[config.mk]
export PLATFORM = sky130hd
export DESIGN_NAME = fraction_arithmetic_unit
export DESIGN_NICKNAME = d
export VERILOG_FILES = /design/src/design/fau_pkg.sv /design/src/design/fau_mul.sv /design/src/design/fau_gcd.sv /design/src/design/fau_div.sv /design/src/design/fraction_arithmetic_unit.sv
export SDC_FILE = /design/constraint.sdc
export NUM_CORES = 2
export LEC_CHECK = 0
export BUFFER_PORTS_ARGS = -buffer_cell sky130_fd_sc_hd__buf_2
export CAP_MARGIN = 10
export CORE_ASPECT_RATIO = 2
export CORE_UTILIZATION = 35
export CTS_CLUSTER_DIAMETER = 100
export DETAILED_ROUTE_END_ITERATION = 16
export GPL_TIMING_DRIVEN = 0
export PLACE_DENSITY = 0.5
export REMOVE_ABC_BUFFERS = 1
export SKIP_LAST_GASP = 1
export SYNTH_ARGS = -nofsm -noshare
export SYNTH_HDL_FRONTEND = slang
export SYNTH_SLANG_ARGS = --single-unit
[constraint.sdc]
create_clock -name clk_i -period 7.72 [get_ports clk_i]
set_input_delay 0.386 -clock clk_i [delete_from_list [all_inputs] [get_ports clk_i]]
set_output_delay 0.386 -clock clk_i [all_outputs]
set_load 0.005 [all_outputs]
[src/design/fau_pkg.sv]
// fau_pkg: widths, action codes and unit status type for the fraction unit
// no dependencies; used by every module in the design folder

package fau_pkg;

  // operand width of each numerator and denominator
  localparam int OPND_W = 16;
  // magnitude width of products and their sums
  localparam int MAG_W = 2 * OPND_W;
  // result field widths
  localparam int NUM_W = 33;
  localparam int DEN_W = 31;
  // working widths for wrapping results into the output fields
  localparam int NUM_EXT_W = (MAG_W > NUM_W) ? MAG_W : NUM_W;
  localparam int DEN_EXT_W = (MAG_W > DEN_W) ? MAG_W : DEN_W;
  // iteration counter width, holds MAG_W itself
  localparam int CNT_W = $clog2(MAG_W + 1);

  typedef enum logic [1:0] {
    ActAdd = 2'd0,
    ActSub = 2'd1,
    ActMul = 2'd2,
    ActDiv = 2'd3
  } action_e;

  // status of an iterative unit
  typedef struct packed {
    logic busy;
    logic done;
  } unit_stat_t;

endpackage

[src/design/fau_mul.sv]
// fau_mul: shared signed operand multiplier with registered product
// depends on fau_pkg

module fau_mul (
  input  logic                                 clk_i,
  input  logic signed [fau_pkg::OPND_W-1:0]    op_a_i,
  input  logic signed [fau_pkg::OPND_W-1:0]    op_b_i,
  output logic        [fau_pkg::MAG_W-1:0]     prod_o
);

  logic signed [fau_pkg::MAG_W-1:0] prod_q;

  always_ff @(posedge clk_i) begin
    prod_q <= op_a_i * op_b_i;
  end

  assign prod_o = prod_q;

endmodule

[src/design/fau_gcd.sv]
// fau_gcd: binary gcd of two nonzero magnitudes, one step per cycle
// depends on fau_pkg

module fau_gcd (
  input  logic                            clk_i,
  input  logic                            rst_ni,
  input  logic                            start_i,
  input  logic [fau_pkg::MAG_W-1:0]       a_i,
  input  logic [fau_pkg::MAG_W-1:0]       b_i,
  output logic [fau_pkg::MAG_W-1:0]       gcd_o,
  output fau_pkg::unit_stat_t             stat_o
);

  logic [fau_pkg::MAG_W-1:0] u_q, v_q, gcd_q;
  logic [fau_pkg::CNT_W-1:0] k_q;
  logic                      busy_q, done_q;

  always_ff @(posedge clk_i or negedge rst_ni) begin
    if (!rst_ni) begin
      u_q    <= '0;
      v_q    <= '0;
      gcd_q  <= '0;
      k_q    <= '0;
      busy_q <= 1'b0;
      done_q <= 1'b0;
    end else begin
      done_q <= 1'b0;
      if (start_i) begin
        u_q    <= a_i;
        v_q    <= b_i;
        k_q    <= '0;
        busy_q <= 1'b1;
      end else if (busy_q) begin
        if (u_q == v_q) begin
          gcd_q  <= u_q << k_q;
          busy_q <= 1'b0;
          done_q <= 1'b1;
        end else if (!u_q[0] && !v_q[0]) begin
          // common factor of two
          u_q <= u_q >> 1;
          v_q <= v_q >> 1;
          k_q <= k_q + 1'b1;
        end else if (!u_q[0]) begin
          u_q <= u_q >> 1;
        end else if (!v_q[0]) begin
          v_q <= v_q >> 1;
        end else if (u_q > v_q) begin
          u_q <= (u_q - v_q) >> 1;
        end else begin
          v_q <= (v_q - u_q) >> 1;
        end
      end
    end
  end

  assign gcd_o       = gcd_q;
  assign stat_o.busy = busy_q;
  assign stat_o.done = done_q;

  // a zero operand would never converge
  assert property (@(posedge clk_i) disable iff (!rst_ni)
    busy_q |-> (u_q != '0) && (v_q != '0))
    else $error("gcd operand reached zero");

endmodule

[src/design/fau_div.sv]
// fau_div: restoring divider, one quotient bit per cycle
// depends on fau_pkg

module fau_div (
  input  logic                            clk_i,
  input  logic                            rst_ni,
  input  logic                            start_i,
  input  logic [fau_pkg::MAG_W-1:0]       dividend_i,
  input  logic [fau_pkg::MAG_W-1:0]       divisor_i,
  output logic [fau_pkg::MAG_W-1:0]       quot_o,
  output fau_pkg::unit_stat_t             stat_o
);

  localparam int MagW = fau_pkg::MAG_W;
  localparam int CntW = fau_pkg::CNT_W;

  logic [MagW:0]   rem_q;
  logic [MagW-1:0] quo_q, dsr_q;
  logic [CntW-1:0] cnt_q;
  logic            busy_q, done_q;

  logic [MagW:0]   shifted, rem_d;
  logic            fits;

  always_comb begin
    shifted = {rem_q[MagW-1:0], quo_q[MagW-1]};
    fits    = shifted >= {1'b0, dsr_q};
    rem_d   = fits ? (shifted - {1'b0, dsr_q}) : shifted;
  end

  always_ff @(posedge clk_i or negedge rst_ni) begin
    if (!rst_ni) begin
      rem_q  <= '0;
      quo_q  <= '0;
      dsr_q  <= '0;
      cnt_q  <= '0;
      busy_q <= 1'b0;
      done_q <= 1'b0;
    end else begin
      done_q <= 1'b0;
      if (start_i) begin
        rem_q  <= '0;
        quo_q  <= dividend_i;
        dsr_q  <= divisor_i;
        cnt_q  <= CntW'(MagW);
        busy_q <= 1'b1;
      end else if (busy_q) begin
        rem_q <= rem_d;
        quo_q <= {quo_q[MagW-2:0], fits};
        cnt_q <= cnt_q - 1'b1;
        if (cnt_q == CntW'(1)) begin
          busy_q <= 1'b0;
          done_q <= 1'b1;
        end
      end
    end
  end

  assign quot_o      = quo_q;
  assign stat_o.busy = busy_q;
  assign stat_o.done = done_q;

  assert property (@(posedge clk_i) disable iff (!rst_ni)
    busy_q |-> dsr_q != '0)
    else $error("divider running with zero divisor");

endmodule

[src/design/fraction_arithmetic_unit.sv]
// fraction_arithmetic_unit: top level, sequencer around the shared units
// depends on fau_pkg, fau_mul, fau_gcd, fau_div
//
//   channel | signals                                        | direction
//   --------+------------------------------------------------+----------
//   in      | in_valid_i, in_ready_o, action_i, left_num_i,  | to block
//           | left_den_i, right_num_i, right_den_i           |
//   out     | out_valid_o, out_ready_i, result_num_o,        | from block
//           | result_den_o, error_o                          |
//
// one item at a time: the multiplier states StMulA to StMulD, the check
// state, the binary gcd (a subtract/shift loop), then two divisions on
// the shared divider
// an error or a zero numerator skips gcd and division
// in_ready_o is high only while idle; a result waits in the output register
// while the next item is already accepted and worked on
// reset is asynchronous, active low, and leaves the block idle and empty

module fraction_arithmetic_unit (
  input  logic                                clk_i,
  input  logic                                rst_ni,
  input  logic                                in_valid_i,
  output logic                                in_ready_o,
  input  logic [1:0]                          action_i,
  input  logic signed [fau_pkg::OPND_W-1:0]   left_num_i,
  input  logic signed [fau_pkg::OPND_W-1:0]   left_den_i,
  input  logic signed [fau_pkg::OPND_W-1:0]   right_num_i,
  input  logic signed [fau_pkg::OPND_W-1:0]   right_den_i,
  output logic                                out_valid_o,
  input  logic                                out_ready_i,
  output logic signed [fau_pkg::NUM_W-1:0]    result_num_o,
  output logic        [fau_pkg::DEN_W-1:0]    result_den_o,
  output logic                                error_o
);

  localparam int MagW    = fau_pkg::MAG_W;
  localparam int NumExtW = fau_pkg::NUM_EXT_W;
  localparam int DenExtW = fau_pkg::DEN_EXT_W;

  typedef enum logic [3:0] {
    StIdle,
    StMulA,
    StMulB,
    StMulC,
    StMulD,
    StCheck,
    StGcd,
    StDivNum,
    StDivDen,
    StFinish
  } state_e;

  state_e state_q;

  // captured operands
  fau_pkg::action_e                  action_q;
  logic signed [fau_pkg::OPND_W-1:0] left_num_q, left_den_q, right_num_q, right_den_q;

  // cross products, numerator one bit wider for the sum
  logic [MagW:0]   num_q;
  logic [MagW-1:0] den_q;
  logic [MagW-1:0] num_mag_q, den_mag_q;
  logic [MagW-1:0] res_mag_q, res_den_q;
  logic            res_neg_q, res_err_q;

  logic                              in_accept;
  logic signed [fau_pkg::OPND_W-1:0] mul_a, mul_b;
  logic [MagW-1:0]                   prod;
  logic [MagW:0]                     prod_ext, num_abs;
  logic [MagW-1:0]                   den_abs;
  logic                              bad_den, zero_num;

  logic                gcd_start, div_start;
  logic [MagW-1:0]     gcd_val, div_dividend, quot;
  fau_pkg::unit_stat_t gcd_stat, div_stat;

  logic [NumExtW-1:0] num_ext, num_signed;
  logic [DenExtW-1:0] den_ext;

  assign in_ready_o = (state_q == StIdle);
  assign in_accept  = in_valid_i && in_ready_o;

  // operand select for the shared multiplier, one product per state
  always_comb begin
    case (state_q)
      StMulA: begin
        // first numerator term: a*c for multiply, a*d otherwise
        mul_a = left_num_q;
        mul_b = (action_q == fau_pkg::ActMul) ? right_num_q : right_den_q;
      end
      StMulB: begin
        // second numerator term c*b, used by add and subtract
        mul_a = right_num_q;
        mul_b = left_den_q;
      end
      default: begin
        // denominator: b*c for divide, b*d otherwise
        mul_a = left_den_q;
        mul_b = (action_q == fau_pkg::ActDiv) ? right_num_q : right_den_q;
      end
    endcase
  end

  fau_mul u_mul (
    .clk_i  (clk_i),
    .op_a_i (mul_a),
    .op_b_i (mul_b),
    .prod_o (prod)
  );

  always_comb begin
    prod_ext = {prod[MagW-1], prod};
    num_abs  = num_q[MagW] ? (~num_q + 1'b1) : num_q;
    den_abs  = den_q[MagW-1] ? (~den_q + 1'b1) : den_q;
    bad_den  = (left_den_q == '0) || (right_den_q == '0) || (den_q == '0);
    zero_num = (num_q == '0);
  end

  assign gcd_start    = (state_q == StCheck) && !bad_den && !zero_num;
  assign div_start    = ((state_q == StGcd) && gcd_stat.done) ||
                        ((state_q == StDivNum) && div_stat.done);
  assign div_dividend = (state_q == StGcd) ? num_mag_q : den_mag_q;

  fau_gcd u_gcd (
    .clk_i   (clk_i),
    .rst_ni  (rst_ni),
    .start_i (gcd_start),
    .a_i     (num_abs[MagW-1:0]),
    .b_i     (den_abs),
    .gcd_o   (gcd_val),
    .stat_o  (gcd_stat)
  );

  fau_div u_div (
    .clk_i      (clk_i),
    .rst_ni     (rst_ni),
    .start_i    (div_start),
    .dividend_i (div_dividend),
    .divisor_i  (gcd_val),
    .quot_o     (quot),
    .stat_o     (div_stat)
  );

  // sign goes onto the numerator, both wrap to the output widths
  always_comb begin
    num_ext    = NumExtW'(res_mag_q);
    num_signed = res_neg_q ? (~num_ext + 1'b1) : num_ext;
    den_ext    = DenExtW'(res_den_q);
  end

  // operand capture, payload only
  always_ff @(posedge clk_i) begin
    if (in_accept) begin
      action_q    <= fau_pkg::action_e'(action_i);
      left_num_q  <= left_num_i;
      left_den_q  <= left_den_i;
      right_num_q <= right_num_i;
      right_den_q <= right_den_i;
    end
  end

  // sequencer with working and output registers
  always_ff @(posedge clk_i or negedge rst_ni) begin
    if (!rst_ni) begin
      state_q      <= StIdle;
      out_valid_o  <= 1'b0;
      result_num_o <= '0;
      result_den_o <= '0;
      error_o      <= 1'b0;
      num_q        <= '0;
      den_q        <= '0;
      num_mag_q    <= '0;
      den_mag_q    <= '0;
      res_mag_q    <= '0;
      res_den_q    <= '0;
      res_neg_q    <= 1'b0;
      res_err_q    <= 1'b0;
    end else begin
      // the finish state reloads the output register on its own
      if (out_valid_o && out_ready_i && (state_q != StFinish)) begin
        out_valid_o <= 1'b0;
      end
      case (state_q)
        StIdle: begin
          if (in_valid_i) begin
            state_q <= StMulA;
          end
        end
        StMulA: begin
          state_q <= StMulB;
        end
        StMulB: begin
          num_q   <= prod_ext;
          state_q <= StMulC;
        end
        StMulC: begin
          if (action_q == fau_pkg::ActAdd) begin
            num_q <= num_q + prod_ext;
          end else if (action_q == fau_pkg::ActSub) begin
            num_q <= num_q - prod_ext;
          end
          state_q <= StMulD;
        end
        StMulD: begin
          den_q   <= prod;
          state_q <= StCheck;
        end
        StCheck: begin
          if (bad_den) begin
            // zero denominator in an input or after division by zero
            res_mag_q <= '0;
            res_den_q <= '0;
            res_neg_q <= 1'b0;
            res_err_q <= 1'b1;
            state_q   <= StFinish;
          end else if (zero_num) begin
            res_mag_q <= '0;
            res_den_q <= MagW'(1);
            res_neg_q <= 1'b0;
            res_err_q <= 1'b0;
            state_q   <= StFinish;
          end else begin
            num_mag_q <= num_abs[MagW-1:0];
            den_mag_q <= den_abs;
            res_neg_q <= num_q[MagW] ^ den_q[MagW-1];
            res_err_q <= 1'b0;
            state_q   <= StGcd;
          end
        end
        StGcd: begin
          if (gcd_stat.done) begin
            state_q <= StDivNum;
          end
        end
        StDivNum: begin
          if (div_stat.done) begin
            res_mag_q <= quot;
            state_q   <= StDivDen;
          end
        end
        StDivDen: begin
          if (div_stat.done) begin
            res_den_q <= quot;
            state_q   <= StFinish;
          end
        end
        StFinish: begin
          // wait only while the previous result is still held
          if (!out_valid_o || out_ready_i) begin
            result_num_o <= num_signed[fau_pkg::NUM_W-1:0];
            result_den_o <= den_ext[fau_pkg::DEN_W-1:0];
            error_o      <= res_err_q;
            out_valid_o  <= 1'b1;
            state_q      <= StIdle;
          end
        end
        default: begin
          state_q <= StIdle;
        end
      endcase
    end
  end

  // an accepted item keeps the block busy in the cycle after it is accepted
  assert property (@(posedge clk_i) disable iff (!rst_ni)
    in_accept |=> !in_ready_o)
    else $error("input accepted again right after an item");

  // error results carry zero fields
  assert property (@(posedge clk_i) disable iff (!rst_ni)
    out_valid_o && error_o |-> (result_den_o == '0) && (result_num_o == '0))
    else $error("error result with nonzero fields");

  // shared units only run in their own sequencer states
  assert property (@(posedge clk_i) disable iff (!rst_ni)
    div_stat.busy |-> (state_q == StDivNum) || (state_q == StDivDen))
    else $error("divider busy outside division states");

  assert property (@(posedge clk_i) disable iff (!rst_ni)
    gcd_stat.busy |-> state_q == StGcd)
    else $error("gcd busy outside gcd state");

endmodule

==> run_results.csv <==
group,metric,value,unit
critical_path,slowest_delay,0.54,ns
cells_and_area,final_common_cell,"nand2_1",
global_route,antenna_found_initial,2,
critical_path,crit_end,"u_mul.prod_o[28]$_DFF_P_",
logic_synthesis,synthSimpleGateAreaFrac,14.34,%
critical_path,crit_path_end_kind,"flop",
global_route,grt_pass1_vias,37640,
placement,placed_cell_area,46650,sq um
cts,clk_latency,0.73,ns
sta,slew_headroom,15.69,%
sta,finalHoldViolCount,0,
placement,dp_hpwl,115.7,mm
critical_path,cp.arrival,8.05,ns
flow_run,maxCapViolations,0,
cells_and_area,nets,5548,
logic_synthesis,synth_top_family_by_area,"adder cells",
logic_synthesis,synth-compound-area-share,17.67,%
logic_synthesis,async_flop_share,82.81,%
global_route,grt_pass1_wl,220.9,mm
route,drc,0,
cells_and_area,postLayoutCellArea,50610,sq um
logic_synthesis,syn_inst,4855,
logic_synthesis,synth_top_area_cell,"dfrtp_1",
cells_and_area,fill_cells,12570,
logic_synthesis,synthMuxAreaShare,4.730,%
floorplanning,die_w,251.9,microns
logic_synthesis,synth.distinct_cells,87,
global_route,grt_usage,23.16,%
critical_path,setup.worst_path.start_class,"flop",
route,first_pass_iters,5,
sta,drv_slew,0,
sta,tightestPinTransition,1.260,ns
cells_and_area,layout_common_cells,"nand2_1 (667), inv_1 (467), dfrtp_1 (465), nor2_1 (333), o21ai_0 (296)",
sta,timing.final.crit_share,97.25,%
placement,portBuffers,136,
logic_synthesis,synth-seq-area-share,33.03,%
logic_synthesis,yosysTopAreaCellShare,27.03,%
floorplanning,fp-row-count,183,
route,drt_iter0_markers,1668,
worst_hold_path,min_from,"out_ready_i",
sta,rsz0062_at_grt,"yes",
critical_path,cp_slowest_cell,"fa_1",
worst_hold_path,hold_path_class,"in -> reg",
sta,skew,0.08028,ns
cts,cts-root-buf,"clkbuf_16",
route,wirelength,145.9,mm
logic_synthesis,synthFlopType,"dfrtp_1",
cells_and_area,reg_top3,"num_q (33), result_num_o (33)",
critical_path,required,8.27,ns
cells_and_area,drive_gt1_share,12.04,%
logic_synthesis,ys_top_cells_by_area,"dfrtp_1 (27%), fa_1 (12%), ha_1 (6.2%)",
critical_path,worstSetupStartpoint,"state_q[1]$_DFFE_PN0P_",
logic_synthesis,synthAdderAreaFrac,18.40,%
cells_and_area,area.growth.synth_to_final,15.80,%
critical_path,rr_endpoint,"u_mul.prod_o[28]$_DFF_P_",
cts,clkTransAtPathRegs,0.07,ns
critical_path,r2r_slack,0.21,ns
cts,cts_sinks,570,
floorplanning,design.core.area,124100,sq um
critical_path,cp_top_family,"adder cells",
sta,finalCriticalPeriod,7.508,ns
run_status,outcome,"completed",
logic_synthesis,avgSynthCellArea,9.002,sq um
logic_synthesis,synth_edf_count,66,
critical_path,timing.setup.critical_path_class,"reg -> reg",
cts,numCtsBuffers,58,
sta,fmaxAchievable,133.2,MHz
critical_path,path_depth,31,
cts,cts_tree,"yes",
floorplanning,fp.dieArea,126400,sq um
logic_synthesis,mappedNetlistArea,43700,sq um
global_route,grt_max_degree,116,
placement,gp_congestion,0.9643,
logic_synthesis,synth_warnings,0,
critical_path,crit_buf_inv,10,
cts,clockBufferDepth,3,
critical_path,cp_common_cell,"fa_1",
logic_synthesis,ys_ff_latch,570,
route,route.antenna.remaining_nets,0,
global_route,grt_overflow_total,0,
floorplanning,start_util,35.22,%
floorplanning,dieHeight,501.7,microns
route,viasPerCell,5.314,
route,vias,35650,
cts,htreeDepth,2,
sta,finalSetupViolCount,0,
critical_path,reg2reg_from,"state_q[1]$_DFFE_PN0P_",
floorplanning,design.portCount,137,
critical_path,crit_fanout,9,
critical_path,reg2regPathDepth,31,
route,wl_per_cell,21.75,microns
logic_synthesis,synth_xor_area_share,5.491,%
[synthesized netlist by cell type (20+ instances only)]
library cell  count
a211oi_1         94
a21o_1           49
a21oi_1         299
a221o_1          28
a221oi_1         21
a22o_1           39
a22oi_1          20
a31oi_1          69
and2_1           38
and3_1           22
clkbuf_1        232
dfrtp_1         472
dfxtp_1          32
edfxtp_1         66
fa_1            266
ha_1            217
inv_1           473
mux2_2           66
mux2i_1          85
mux4_2           21
nand2_1         687
nand2b_1         35
nand3_1          66
nand4_1          26
nor2_1          343
nor2b_1          52
nor3_1           53
nor4_1           26
o211ai_1         20
o21a_1           60
o21ai_0         299
o21bai_1         25
o31ai_1          57
or3_1            24
xnor2_1         145
xor2_1          129
[cell families after synthesis]
kind of cell	after synthesis
buffers and inverters	731
AO/OA/AOI/OAI	1199
multiplexers	172
XOR/XNOR	274
adder cells (fa/ha/maj)	483
flip-flops	570
AND/OR/NAND/NOR	1426
[per-layer routing]
metal | wire [microns] | global-route usage, %
met1 | 46270 | 20.16
met2 | 81920 | 46.30
met3 | 3897 | 2.252
met4 | 13810 | 19.62
met5 | 0 | 0
[worst min-delay path by stage]
stage,cells past startpoint,slack (ns),to
floorplan,0,0.09,den_ext[0]$_DFFE_PN0P_
global placement,2,0.46,result_num_o[29]$_DFFE_PN0P_
detailed placement,1,0.44,result_num_o[15]$_DFFE_PN0P_
CTS,3,0.06,out_valid_o$_DFF_PN0_
global route,3,0.12,out_valid_o$_DFF_PN0_
finish,3,0.09,out_valid_o$_DFF_PN0_
[worst reg2reg max path, delay by kind of cell, from the launching register on]
family	cells	cell delay, ns
adders and majority gates	7	3.22
buffers and inverters	10	1.11
DFF	1	0.42
xor gates and xnor gates	1	0.08
and+or+nand+nor	5	0.83
AOI/OAI and AO/OA	8	1.69
[final cells by class]
class | count | area (sq um) | share of cell area [%]
Clock inverter | 33 | 471.7 | 0.9321
Inverter | 475 | 1794 | 3.545
Clock buffer | 75 | 1595 | 3.152
Sequential cell | 570 | 14450 | 28.55
Tap cell | 1665 | 2083 | 4.117
Antenna cell | 1 | 2.502 | 0.004945
Timing Repair Buffer | 336 | 3014 | 5.956
Multi-Input combinational cell | 3554 | 27200 | 53.74
[stage by stage]
stage / utilization (%) / setup TNS (ns) / instances / hold slack, ns / setup slack [ns]
2_1_floorplan: - / -69.02 / 4599 / 0.09041 / -3.435
3_3_place_gp: 36.65 / -2614.14 / 6400 / 0.4564 / -11.58
3_5_place_dp: 37.59 / -34.12 / 6453 / 0.4405 / -2.624
4_1_cts: 40.26 / -0.006942 / 6659 / 0.05807 / -0.006942
5_1_grt: 40.78 / -0.02079 / 6709 / 0.1217 / -0.01622
6_report: 40.78 / 0 / 6709 / 0.08521 / 0.2122
[repair_timing]
item	4_1_cts	5_1_grt
hold buffers	67	0
gates cloned	0	0
resized for setup	85	61
pin swaps	24	31
buffers inserted	31	48
setup endpoints to repair	23	8
hold endpoints to repair	146	0
Power is left out: the tool's default activity adds up to more than one toggle a clock period on the data nets, which glitch-free logic cannot reach.
